<file path="src/hw/rtl/wpsc_pkg.sv">
// ----------------------------------------------------------------------------
// wpsc_pkg
// Shared widths, codes and types of the window pair sum checker.
// ----------------------------------------------------------------------------
package wpsc_pkg;

   localparam int VALUE_W              = 64;
   localparam int CSR_W                = 6;
   localparam logic [CSR_W-1:0] CSR_SPAN_RESET = 6'd25;
   localparam int DEFAULT_WINDOW_DEPTH = 32;
   localparam int DEFAULT_QUEUE_DEPTH  = 2;

   typedef enum logic [1:0] {
      STATUS_FILLING = 2'd0,
      STATUS_PAIR    = 2'd1,
      STATUS_INVALID = 2'd2
   } wpsc_status_type;

   typedef struct packed {
      logic [VALUE_W-1:0] value;
      logic               check;
   } wpsc_item_type;

endpackage

</file>
<file path="src/hw/rtl/wpsc_queue.sv">
// ----------------------------------------------------------------------------
// wpsc_queue
// Short FIFO of tagged requests between the front and the back.
// ----------------------------------------------------------------------------
module wpsc_queue
   import wpsc_pkg::*;
#(
   parameter int QUEUE_DEPTH = DEFAULT_QUEUE_DEPTH
) (
   input  logic          clock,
   input  logic          reset,
   input  logic          push_valid,
   input  wpsc_item_type push_item,
   output logic          push_ready,
   output logic          pop_valid,
   output wpsc_item_type pop_item,
   input  logic          pop
);

   localparam int PTR_W   = $clog2(QUEUE_DEPTH);
   localparam int COUNT_W = $clog2(QUEUE_DEPTH + 1);

   wpsc_item_type      entries_ff [QUEUE_DEPTH];
   logic [PTR_W-1:0]   wr_ptr_ff;
   logic [PTR_W-1:0]   rd_ptr_ff;
   logic [COUNT_W-1:0] count_ff;
   logic               do_push;
   logic               do_pop;

   always_comb begin
      push_ready = count_ff != COUNT_W'(QUEUE_DEPTH);
      pop_valid  = count_ff != '0;
      pop_item   = entries_ff[rd_ptr_ff];
      do_push    = push_valid && push_ready;
      do_pop     = pop && pop_valid;
   end

   always_ff @(posedge clock) begin
      if (do_push) begin
         entries_ff[wr_ptr_ff] <= push_item;
      end
   end

   always_ff @(posedge clock) begin
      if (reset) begin
         wr_ptr_ff <= '0;
         rd_ptr_ff <= '0;
         count_ff  <= '0;
      end else begin
         if (do_push) begin
            wr_ptr_ff <= (wr_ptr_ff == PTR_W'(QUEUE_DEPTH - 1)) ? '0 : wr_ptr_ff + PTR_W'(1);
         end
         if (do_pop) begin
            rd_ptr_ff <= (rd_ptr_ff == PTR_W'(QUEUE_DEPTH - 1)) ? '0 : rd_ptr_ff + PTR_W'(1);
         end
         if (do_push && !do_pop) begin
            count_ff <= count_ff + COUNT_W'(1);
         end else if (do_pop && !do_push) begin
            count_ff <= count_ff - COUNT_W'(1);
         end
      end
   end

endmodule

</file>
<file path="config.mk">
export PLATFORM = sky130hd
export DESIGN_NAME = wpsc_queue
export DESIGN_NICKNAME = d
export VERILOG_FILES = /design/src/hw/rtl/wpsc_pkg.sv /design/src/hw/rtl/wpsc_queue.sv
export SDC_FILE = /design/constraint.sdc
export NUM_CORES = 1
export LEC_CHECK = 0
export ABC_CLOCK_PERIOD_IN_PS = 3270
export BUFFER_PORTS_ARGS = -buffer_cell sky130_fd_sc_hd__buf_2
export CAP_MARGIN = 20
export CORE_MARGIN = 2
export CORE_UTILIZATION = 35
export DETAILED_ROUTE_END_ITERATION = 10
export SLEW_MARGIN = 20
export SYNTH_ARGS = -nofsm -noshare
export SYNTH_HDL_FRONTEND = slang
export SYNTH_SLANG_ARGS = --single-unit
export TNS_END_PERCENT = 10
</file>
<file path="constraint.sdc">
create_clock -name clock -period 3.27 [get_ports clock]
set_input_delay 0.1635 -clock clock [delete_from_list [all_inputs] [get_ports clock]]
set_output_delay 0.1635 -clock clock [all_outputs]
set_load 0.01 [all_outputs]
</file>
==> results of run 1 <==
power by group through the flow:
stage	clock network, mW	logic, mW	registers, mW
floorplan	0	0.752	2.25
global placement	0	1.01	2.36
detailed placement	0	1.01	2.37
CTS	1.83	1.08	2.34
global route	1.91	1.16	2.37
finish	1.78	1.06	2.33
cells in the mapped netlist:
cell type	count	share of area [%]
a21bo_2	1	0.20
a21oi_1	2	0.20
and2_1	1	0.13
and3_1	1	0.13
buf_2	1	0.10
buf_4	1	0.15
buf_6	5	1.1
dfxtp_1	5	2.0
edfxtp_1	130	79
ha_1	1	0.25
inv_1	1	0.076
mux2_2	65	15
nand2b_1	1	0.13
nand3b_1	1	0.15
nor2_1	3	0.23
o21ai_0	2	0.20
or2_2	1	0.13
or3_1	1	0.13
xor2_1	3	0.53
metrics by stage:
step           util, %  setup slack, ns
6_report         50.71            1.181
5_1_grt          50.71            1.038
4_1_cts          50.71            1.108
3_5_place_dp     41.86            1.330
3_3_place_gp     41.86            1.372
2_1_floorplan        -           0.6242
cells by family after synthesis:
group | count (synthesis)
XOR/XNOR | 3
AO/OA/AOI/OAI | 5
buffers and inverters | 8
flip-flops | 135
adder cells (fa/ha/maj) | 1
multiplexers | 65
AND/OR/NAND/NOR | 9
worst min-delay path: stages:
cell	delay, ns
buf_2	0.11
a21bo_2	0.12
a21oi_1	0.05
layout make-up:
| class | instances | area, µm² | share of cell area (%) |
|---|---|---|---|
| well taps | 180 | 225.2 | 3.212 |
| multi-input cells | 83 | 855.8 | 12.21 |
| clock buffers | 29 | 520.5 | 7.423 |
| clock inverters | 3 | 42.54 | 0.6067 |
| inverters | 1 | 3.754 | 0.05353 |
| flip-flops and latches | 135 | 4008 | 57.16 |
| repair buffers | 202 | 1356 | 19.34 |
repair_timing:
item / 4_1_cts / 5_1_grt
hold buffers: 66 / 0
buffers inserted: 0 / 0
endpoints found under the hold margin: 135 / 0
path summary, 6_finish.rpt:
check                            from  slack (ns)                    endpoint  cells past startpoint
min                        push_valid        0.09      wr_ptr_ff$_SDFFE_PP0P_                      3
min reg2reg    rd_ptr_ff$_SDFFE_PP0P_        0.50                    register                      2
max reg2reg  count_ff[0]$_SDFFE_PP0P_        1.33  entries_ff[0][8]$_DFFE_PP_                      4
max                          register        1.18                pop_item[37]                      2
flip-flops by register name (all words and copies together) (netlist names), named ones only:
register	flops
count_ff	2
entries_ff	130
rd_ptr_ff	1
wr_ptr_ff	1
layer usage:
metal  global-route usage (%)  routed length, µm  vias up
met2                    20.10               4438       87
met5                        0                  0        -
met4                    4.526                107        0
met1                    14.58               3967     1335
met3                    5.901                494        8
li1                         -                  -     1322
==> impl_metrics.json, run 1 <==
{
  "cp.required_ns": 3.11,
  "mostFrequentLayoutCells": "buf_2 (135), edfxtp_1 (130), dlygate4sd3_1 (66)",
  "drt_drc_violations_left": 0,
  "cpLargestDelayFamily": "flip-flops",
  "worstSkewPairLatency_ns": 0.40,
  "dieArea_mm2": 0.01504,
  "dr.first_iter.drc_count": 82,
  "p_switching_mw": 1.289,
  "maxSlewViolCount": 0,
  "period_needed_ns": 2.089,
  "rows": 43,
  "clk_pin_slew_ns": 0.05,
  "intPower_mw": 3.882,
  "cts_tree": "yes",
  "fin_skew_ns": 0.005777,
  "drt_first_pass_iters": 4,
  "p_clk_share_pct": 34.5,
  "cts_resized": 0,
  "synth_xor_area_share_pct": 0.5333,
  "cts_sinks": 135,
  "grt_pass1_vias": 2816,
  "end_kind": "output port",
  "wl_um": 9008,
  "crit_chain": "mux2_2 -> buf_2",
  "synthAdderAreaFrac_pct": 0.2539,
  "ys_seq_elements": 135,
  "h-tree-depth": 4,
  "max_freq_mhz": 478.6,
  "finish.instance_area_mm2": 0.007012,
  "n_fill_cell": 1160,
  "cellLeakagePower_nw": 2.638,
  "rsz0062_at_grt": "no",
  "seq_area_frac_synth_pct": 81.26,
  "synthCells": 226,
  "pwr_density_cell_mw_per_mm2": 737.4,
  "period_share_pct": 63.89,
  "syn_to_final_growth_pct": 42.31,
  "final_nets": 510,
  "grt-ovfl-total": 0,
  "status": "completed",
  "setup_tns_ns": 0,
  "place_inst": 535,
  "fin_cells": 633,
  "p_sw_share_pct": 24.92,
  "slew_headroom_pct": 38.89,
  "dp_hpwl_um": 5229,
  "start_util_pct": 35.63,
  "antenna_found_initial": 0,
  "synth_top_family_by_area": "multiplexers",
  "setup_viol": 0,
  "n_antenna_cell": 0,
  "root_buffer": "clkbuf_16",
  "ys_types": 19,
  "hold_path.class": "input port to register",
  "clock_path_buffers": 2,
  "synth.avg_cell_area_um2": 21.80,
  "hold_viol_final": 0,
  "grt_pass1_wl_um": 13680,
  "p_comb_share_pct": 20.5,
  "dieHeight_um": 122.7,
  "cap_violations": 0,
  "startpoint_type": "register",
  "synthSimpleGateAreaFrac_pct": 1.016,
  "slowest_delay_ns": 0.90,
  "pwr-share-seq_pct": 45.0,
  "port_buffers": 135,
  "final_common_cell": "buf_2",
  "tightest_slew_ns": 0.9166,
  "io_pins": 136,
  "wl_per_cell_um": 14.23,
  "syn-cell-area_mm2": 0.004927,
  "design.core.area_mm2": 0.01383,
  "vias": 2752,
  "grt_usage_pct": 12.48,
  "synth_compound_area_share_pct": 0.6094,
  "syn-num-nets": 296,
  "synth_mux_area_share_pct": 14.86,
  "yosysWarnings": 0,
  "drive_gt1_share_pct": 50.99,
  "gp_congestion": 0.6923,
  "cts_buffers": 17,
  "crit_arrival_ns": 1.93,
  "placed_area_mm2": 0.005788,
  "path_buf_inv": 1,
  "grt_max_degree": 66,
  "total_power_mw": 5.170,
  "critical_path_class": "register to output port",
  "worst_hold_slack_ns": 0.09053,
  "cp_slowest_cell": "dfxtp_4",
  "vias_per_cell": 4.348,
  "drtAntennaViolNets": 0,
  "die_w_um": 122.7,
  "vdd_drop_max_uv": 456.2,
  "critPathMaxFanout": 65
}
No activity file was read; power rests on OpenSTA's default activity.
==> run 2, diff against run 1 <==
- ABC_CLOCK_PERIOD_IN_PS: 3270 -> 2100
- clock period: 3.27 -> 2.1 ns (I/O delays scaled with it)
==> run 2 against run 1 <==
  * Worst hold slack worse by 0.047 ns
  * Via count is 1.9% higher
  * First-iteration DRC count is 77% higher
  * Die area stayed put
  * Core utilization is 0.96 points higher
  * Sequential power is 51% higher
  * Sequential share of layout area is 1.1 points lower
  * Clock skew is 0.0012 ns higher
  * Largest power group unchanged
==> impl_metrics.json, run 2 (synthesis results as in run 1) <==
{
  "reg_top3": "entries_ff: 130 flops, count_ff: 2 flops",
  "startpoint_type": "register",
  "worstSkewPairLatency_ns": 0.41,
  "h-tree-depth": 4,
  "final_common_cell": "buf_2",
  "reg2reg_to": "count_ff[1]$_SDFFE_PP0P_",
  "grt-ovfl-total": 0,
  "slowest_delay_ns": 0.56,
  "io_pins": 136,
  "largest_reg_flops": 130,
  "cts_buffers": 17,
  "worst_hold_slack_ns": 0.04395,
  "crit_arrival_ns": 1.72,
  "timing.rr.start": "count_ff[0]$_SDFFE_PP0P_",
  "hold_path.class": "input port to register",
  "wl_um": 9255,
  "tightest_slew_ns": 0.4131,
  "drive_gt1_share_pct": 52.40,
  "maxSlewViolCount": 0,
  "slew_headroom_pct": 72.46,
  "drt_drc_violations_left": 0,
  "fin_skew_ns": 0.007025,
  "grt_max_degree": 36,
  "final_nets": 515,
  "dieHeight_um": 122.7,
  "grt_pass1_vias": 2900,
  "cellLeakagePower_nw": 2.698,
  "period_needed_ns": 1.828,
  "cap_violations": 0,
  "rows": 43,
  "cp.required_ns": 2.00,
  "end_kind": "output port",
  "mostFrequentLayoutCells": "buf_2 (135), edfxtp_1 (130), dlygate4sd3_1 (66)",
  "vias_per_cell": 4.393,
  "final_util_pct": 51.67,
  "critical_path_class": "register to output port",
  "grt_usage_pct": 12.99,
  "regMostFlops": "entries_ff",
  "period_share_pct": 87.04,
  "hold_viol_final": 0,
  "n_antenna_cell": 0,
  "die_w_um": 122.7,
  "setup_viol": 0,
  "antenna_found_initial": 0,
  "dieArea_mm2": 0.01504,
  "port_buffers": 135,
  "holdPathEnd": "wr_ptr_ff$_SDFFE_PP0P_",
  "min-delay-start": "push_valid",
  "start_util_pct": 35.63,
  "drt_first_pass_iters": 4,
  "crit_chain": "buf_12 -> mux2_2 -> buf_2",
  "cts_sinks": 135,
  "design.core.area_mm2": 0.01383,
  "pwr_density_cell_mw_per_mm2": 1167,
  "max_freq_mhz": 547.1,
  "clock_path_buffers": 2,
  "cp_slowest_cell": "dfxtp_4",
  "grt_pass1_wl_um": 14190,
  "r2r_slack_ns": 0.48,
  "root_buffer": "clkbuf_16",
  "dr.first_iter.drc_count": 145,
  "gp_congestion": 0.6600,
  "reg2reg_depth": 5,
  "drtAntennaViolNets": 0,
  "syn_to_final_growth_pct": 45.00,
  "clk_pin_slew_ns": 0.06,
  "holdPathStages": 3,
  "vias": 2803,
  "vdd_drop_max_uv": 553.9,
  "cts_tree": "yes",
  "wl_per_cell_um": 14.51,
  "dp_hpwl_um": 5580,
  "critPathMaxFanout": 23,
  "rsz0062_at_grt": "no",
  "status": "completed"
}
==> run 2: cell types whose count changed in the layout (fill, tap and decap cells not counted), sizes merged <==
| cell | change |
|---|---|
| clkinvlp | +1 |
| bufinv | +1 |
| buf | +5 |
| clkbuf | -3 |
| clkinv | +1 |
==> run 2: layout make-up <==
| type | instances | area (µm²) |
|---|---|---|
| Fill cell | 1143 | 6683 |
| Sequential cell | 135 | 4008 |
| Tap cell | 180 | 225.2 |
| Timing Repair Buffer | 207 | 1444 |
| Inverter | 1 | 3.754 |
| Multi-Input combinational cell | 83 | 855.8 |
| Clock inverter | 6 | 88.84 |
| Clock buffer | 26 | 519.2 |
==> run 2: per-stage QoR <==
stage | power, mW | area (µm²) | cells | setup WS [ns] | setup TNS, ns
6_report | 8.339 | 7144 | 638 | 0.2722 | 0
5_1_grt | 8.744 | 7144 | 638 | 0.1988 | 0
4_1_cts | 8.476 | 7144 | 638 | 0.2142 | 0
3_5_place_dp | 5.379 | 5876 | 540 | 0.4969 | 0
3_3_place_gp | 5.357 | 5876 | 540 | 0.5268 | 0
2_1_floorplan | 4.666 | 4928 | 226 | -0.3140 | -20.41
==> run 2: how the worst max path moves through the flow <==
stage                     slack [ns]  depth (start not counted)                    endpoint
after detailed placement        0.50                          5    count_ff[1]$_SDFFE_PP0P_
after CTS                       0.21                          3                pop_item[50]
after global routing            0.20                          3                pop_item[50]
final                           0.27                          3                pop_item[50]
after global placement          0.53                          5    count_ff[1]$_SDFFE_PP0P_
after floorplan                -0.31                          3  entries_ff[0][0]$_DFFE_PP_
==> run 2: critical path: cells and delay by family (launching register included) <==
kind                   cells  cell delay [ns]
buffers and inverters      2             0.37
flip-flops                 1             0.56
multiplexers               1             0.36
==> run 2: timing repair <==
item / in CTS / in global routing
resized for setup: 0 / 0
endpoints found under the hold margin: 135 / 0
hold buffers: 66 / 0
setup buffers: 0 / 0
==> run 2: report_power, final <==
part | switching, mW | internal (mW)
sequential | 0.149 | 3.37
clock | 1.02 | 1.94
combinational | 0.899 | 0.962
==> run 2: layer usage <==
| layer | vias to the layer above | track usage (%) | part of all wire [%] |
|---|---|---|---|
| met2 | 91 | 21.35 | 50 |
| li1 | 1338 | - | - |
| met1 | 1356 | 15.13 | 42 |
| met5 | - | 0 | 0 |
| met3 | 18 | 3.950 | 5.3 |
| met4 | 0 | 7.256 | 2.3 |
==> run 3, diff against run 2 <==
- CELL_PAD_IN_SITES_DETAIL_PLACEMENT: not set -> 1
- CELL_PAD_IN_SITES_GLOBAL_PLACEMENT: not set -> 2
- PLACE_DENSITY_LB_ADDON: not set -> 0.1
==> run 3 against run 2 <==
  * Via count unchanged
  * Critical endpoint is now pop_item[14]
  * First-iteration DRC count decreased by 26%
  * Non-clock buffer count unchanged
  * Sequential cell count unchanged
  * Worst hold slack got worse by 0.0085 ns
  * Total power decreased by 2.6%
==> impl_metrics.json, run 3 (synthesis results as in run 1) <==
{
  "status": "completed",
  "start_util_pct": 35.63,
  "hold_path.class": "input port to register",
  "critPathMaxFanout": 41,
  "gp_congestion": 0.6834,
  "slowest_delay_ns": 0.53,
  "root_buffer": "clkbuf_16",
  "grt_pass1_wl_um": 14980,
  "p_sw_share_pct": 25.92,
  "p_clk_share_pct": 34.2,
  "rows": 43,
  "wl_per_cell_um": 15.08,
  "cts_buffers": 17,
  "maxSlewViolCount": 0,
  "startpoint_type": "register",
  "timing.rr.start": "count_ff[0]$_SDFFE_PP0P_",
  "critical_path_class": "register to output port",
  "hold_viol_final": 0,
  "rsz0062_at_grt": "no",
  "drt_drc_violations_left": 0,
  "n_antenna_cell": 0,
  "end_kind": "output port",
  "intPower_mw": 6.019,
  "worstSkewPairLatency_ns": 0.41,
  "die_w_um": 122.7,
  "dieHeight_um": 122.7,
  "finish.instance_area_mm2": 0.007068,
  "use_met1_pct": 14.62,
  "setup_tns_ns": 0,
  "pwr-share-seq_pct": 42.9,
  "cp_slowest_cell": "dfxtp_2",
  "p_switching_mw": 2.106,
  "cap_violations": 0,
  "port_buffers": 135,
  "min-delay-start": "push_valid",
  "reg_top3": "entries_ff: 130 flops, count_ff: 2 flops",
  "tightest_slew_ns": 0.3530,
  "vdd_drop_max_uv": 582.9,
  "h-tree-depth": 4,
  "regMostFlops": "entries_ff",
  "reg2reg_depth": 5,
  "worst_hold_slack_ns": 0.03547,
  "dp_hpwl_um": 5841,
  "seq_area_mm2": 0.004005,
  "io_pins": 136,
  "final_util_pct": 51.12,
  "antenna_found_initial": 0,
  "multi_input_area_um2": 852.1,
  "grt_usage_pct": 13.74,
  "grt_pass1_vias": 2991,
  "final_common_cell": "buf_2",
  "fin_skew_ns": 0.003930,
  "drt_first_pass_iters": 4,
  "reg2reg_to": "count_ff[1]$_SDFFE_PP0P_",
  "grt_max_degree": 48,
  "cts_resized": 0,
  "holdPathStages": 3,
  "slew_headroom_pct": 76.47,
  "period_needed_ns": 1.905,
  "drtAntennaViolNets": 0,
  "mostFrequentLayoutCells": "buf_2 (135), edfxtp_1 (130), dlygate4sd3_1 (66)",
  "syn_to_final_growth_pct": 43.45,
  "period_share_pct": 90.73,
  "r2r_slack_ns": 0.46,
  "holdPathEnd": "wr_ptr_ff$_SDFFE_PP0P_",
  "cp.required_ns": 2.00,
  "cts_tree": "yes",
  "grt-ovfl-total": 0,
  "largest_reg_flops": 130,
  "placed_area_mm2": 0.005844,
  "pwr_density_cell_mw_per_mm2": 1150,
  "final_nets": 515,
  "vias": 2803,
  "total_power_mw": 8.125,
  "crit_chain": "buf_12 -> mux2_2 -> buf_2",
  "clock_path_buffers": 2,
  "n_fill_cell": 1325,
  "cts_sinks": 135,
  "wl_um": 9623,
  "postCtsSetupBuffers": 0,
  "design.core.area_mm2": 0.01383,
  "cellLeakagePower_nw": 2.664,
  "setup_viol": 0,
  "p_comb_share_pct": 23.0,
  "dr.first_iter.drc_count": 108,
  "clk_pin_slew_ns": 0.05,
  "met2_usage_pct": 23.99,
  "met3_usage_pct": 4.926,
  "vias_per_cell": 4.393,
  "max_freq_mhz": 524.8,
  "drive_gt1_share_pct": 52.18,
  "crit_arrival_ns": 1.80,
  "grt-busiest-layer": "met2",
  "dieArea_mm2": 0.01504
}
## run 3: repair_timing
action | 4_1_cts | 5_1_grt
hold buffers | 66 | 0
setup endpoints to repair | 0 | 0
endpoints found under the hold margin | 135 | 0
## run 3: area by class of cell
cell class	instances	share of cell area, %
clock inverters	15	1.947
well taps	180	3.186
repair buffers	207	20.07
multi-input cells	83	12.06
clock buffers	17	6.019
flip-flops and latches	135	56.66
inverters	1	0.05311
## run 3: worst max path at each step
| stage | end | slack [ns] | cells after the start | start |
|---|---|---|---|---|
| after floorplan | entries_ff[0][0]$_DFFE_PP_ | -0.31 | 3 | count_ff[0]$_SDFFE_PP0P_ |
| after global placement | count_ff[1]$_SDFFE_PP0P_ | 0.53 | 5 | count_ff[0]$_SDFFE_PP0P_ |
| after detailed placement | count_ff[1]$_SDFFE_PP0P_ | 0.45 | 5 | count_ff[0]$_SDFFE_PP0P_ |
| after CTS | pop_item[12] | 0.14 | 3 | register |
| after global routing | pop_item[4] | 0.09 | 3 | register |
| final | pop_item[14] | 0.19 | 3 | register |
## run 3: power groups by stage
stage               Sequential, mW  Clock, mW  Combinational, mW
global placement              3.52          0               1.82
detailed placement            3.55          0               1.82
CTS                           3.49       2.84               1.92
global route                  3.53       2.97               2.06
finish                        3.48       2.78               1.87
floorplan                     3.49          0               1.17
## run 3: critical path, delay by kind of cell, from the launching register on
family                 cells  cell delay (ns)
flip-flops                 1             0.53
buffers and inverters      2             0.43
multiplexers               1             0.38
## run 3: per-stage QoR
stage / setup slack [ns] / std cells
final: 0.1947 / 638
after global routing: 0.09104 / 638
after CTS: 0.1447 / 638
after detailed placement: 0.4488 / 540
after global placement: 0.5278 / 540
after floorplan: -0.3140 / 226
## run 3: layer usage
layer  wire length (µm)  part of all wire, %
met5                  0                    0
met4                197                  2.0
met3                553                  5.7
met1               3818                   40
met2               5054                   53
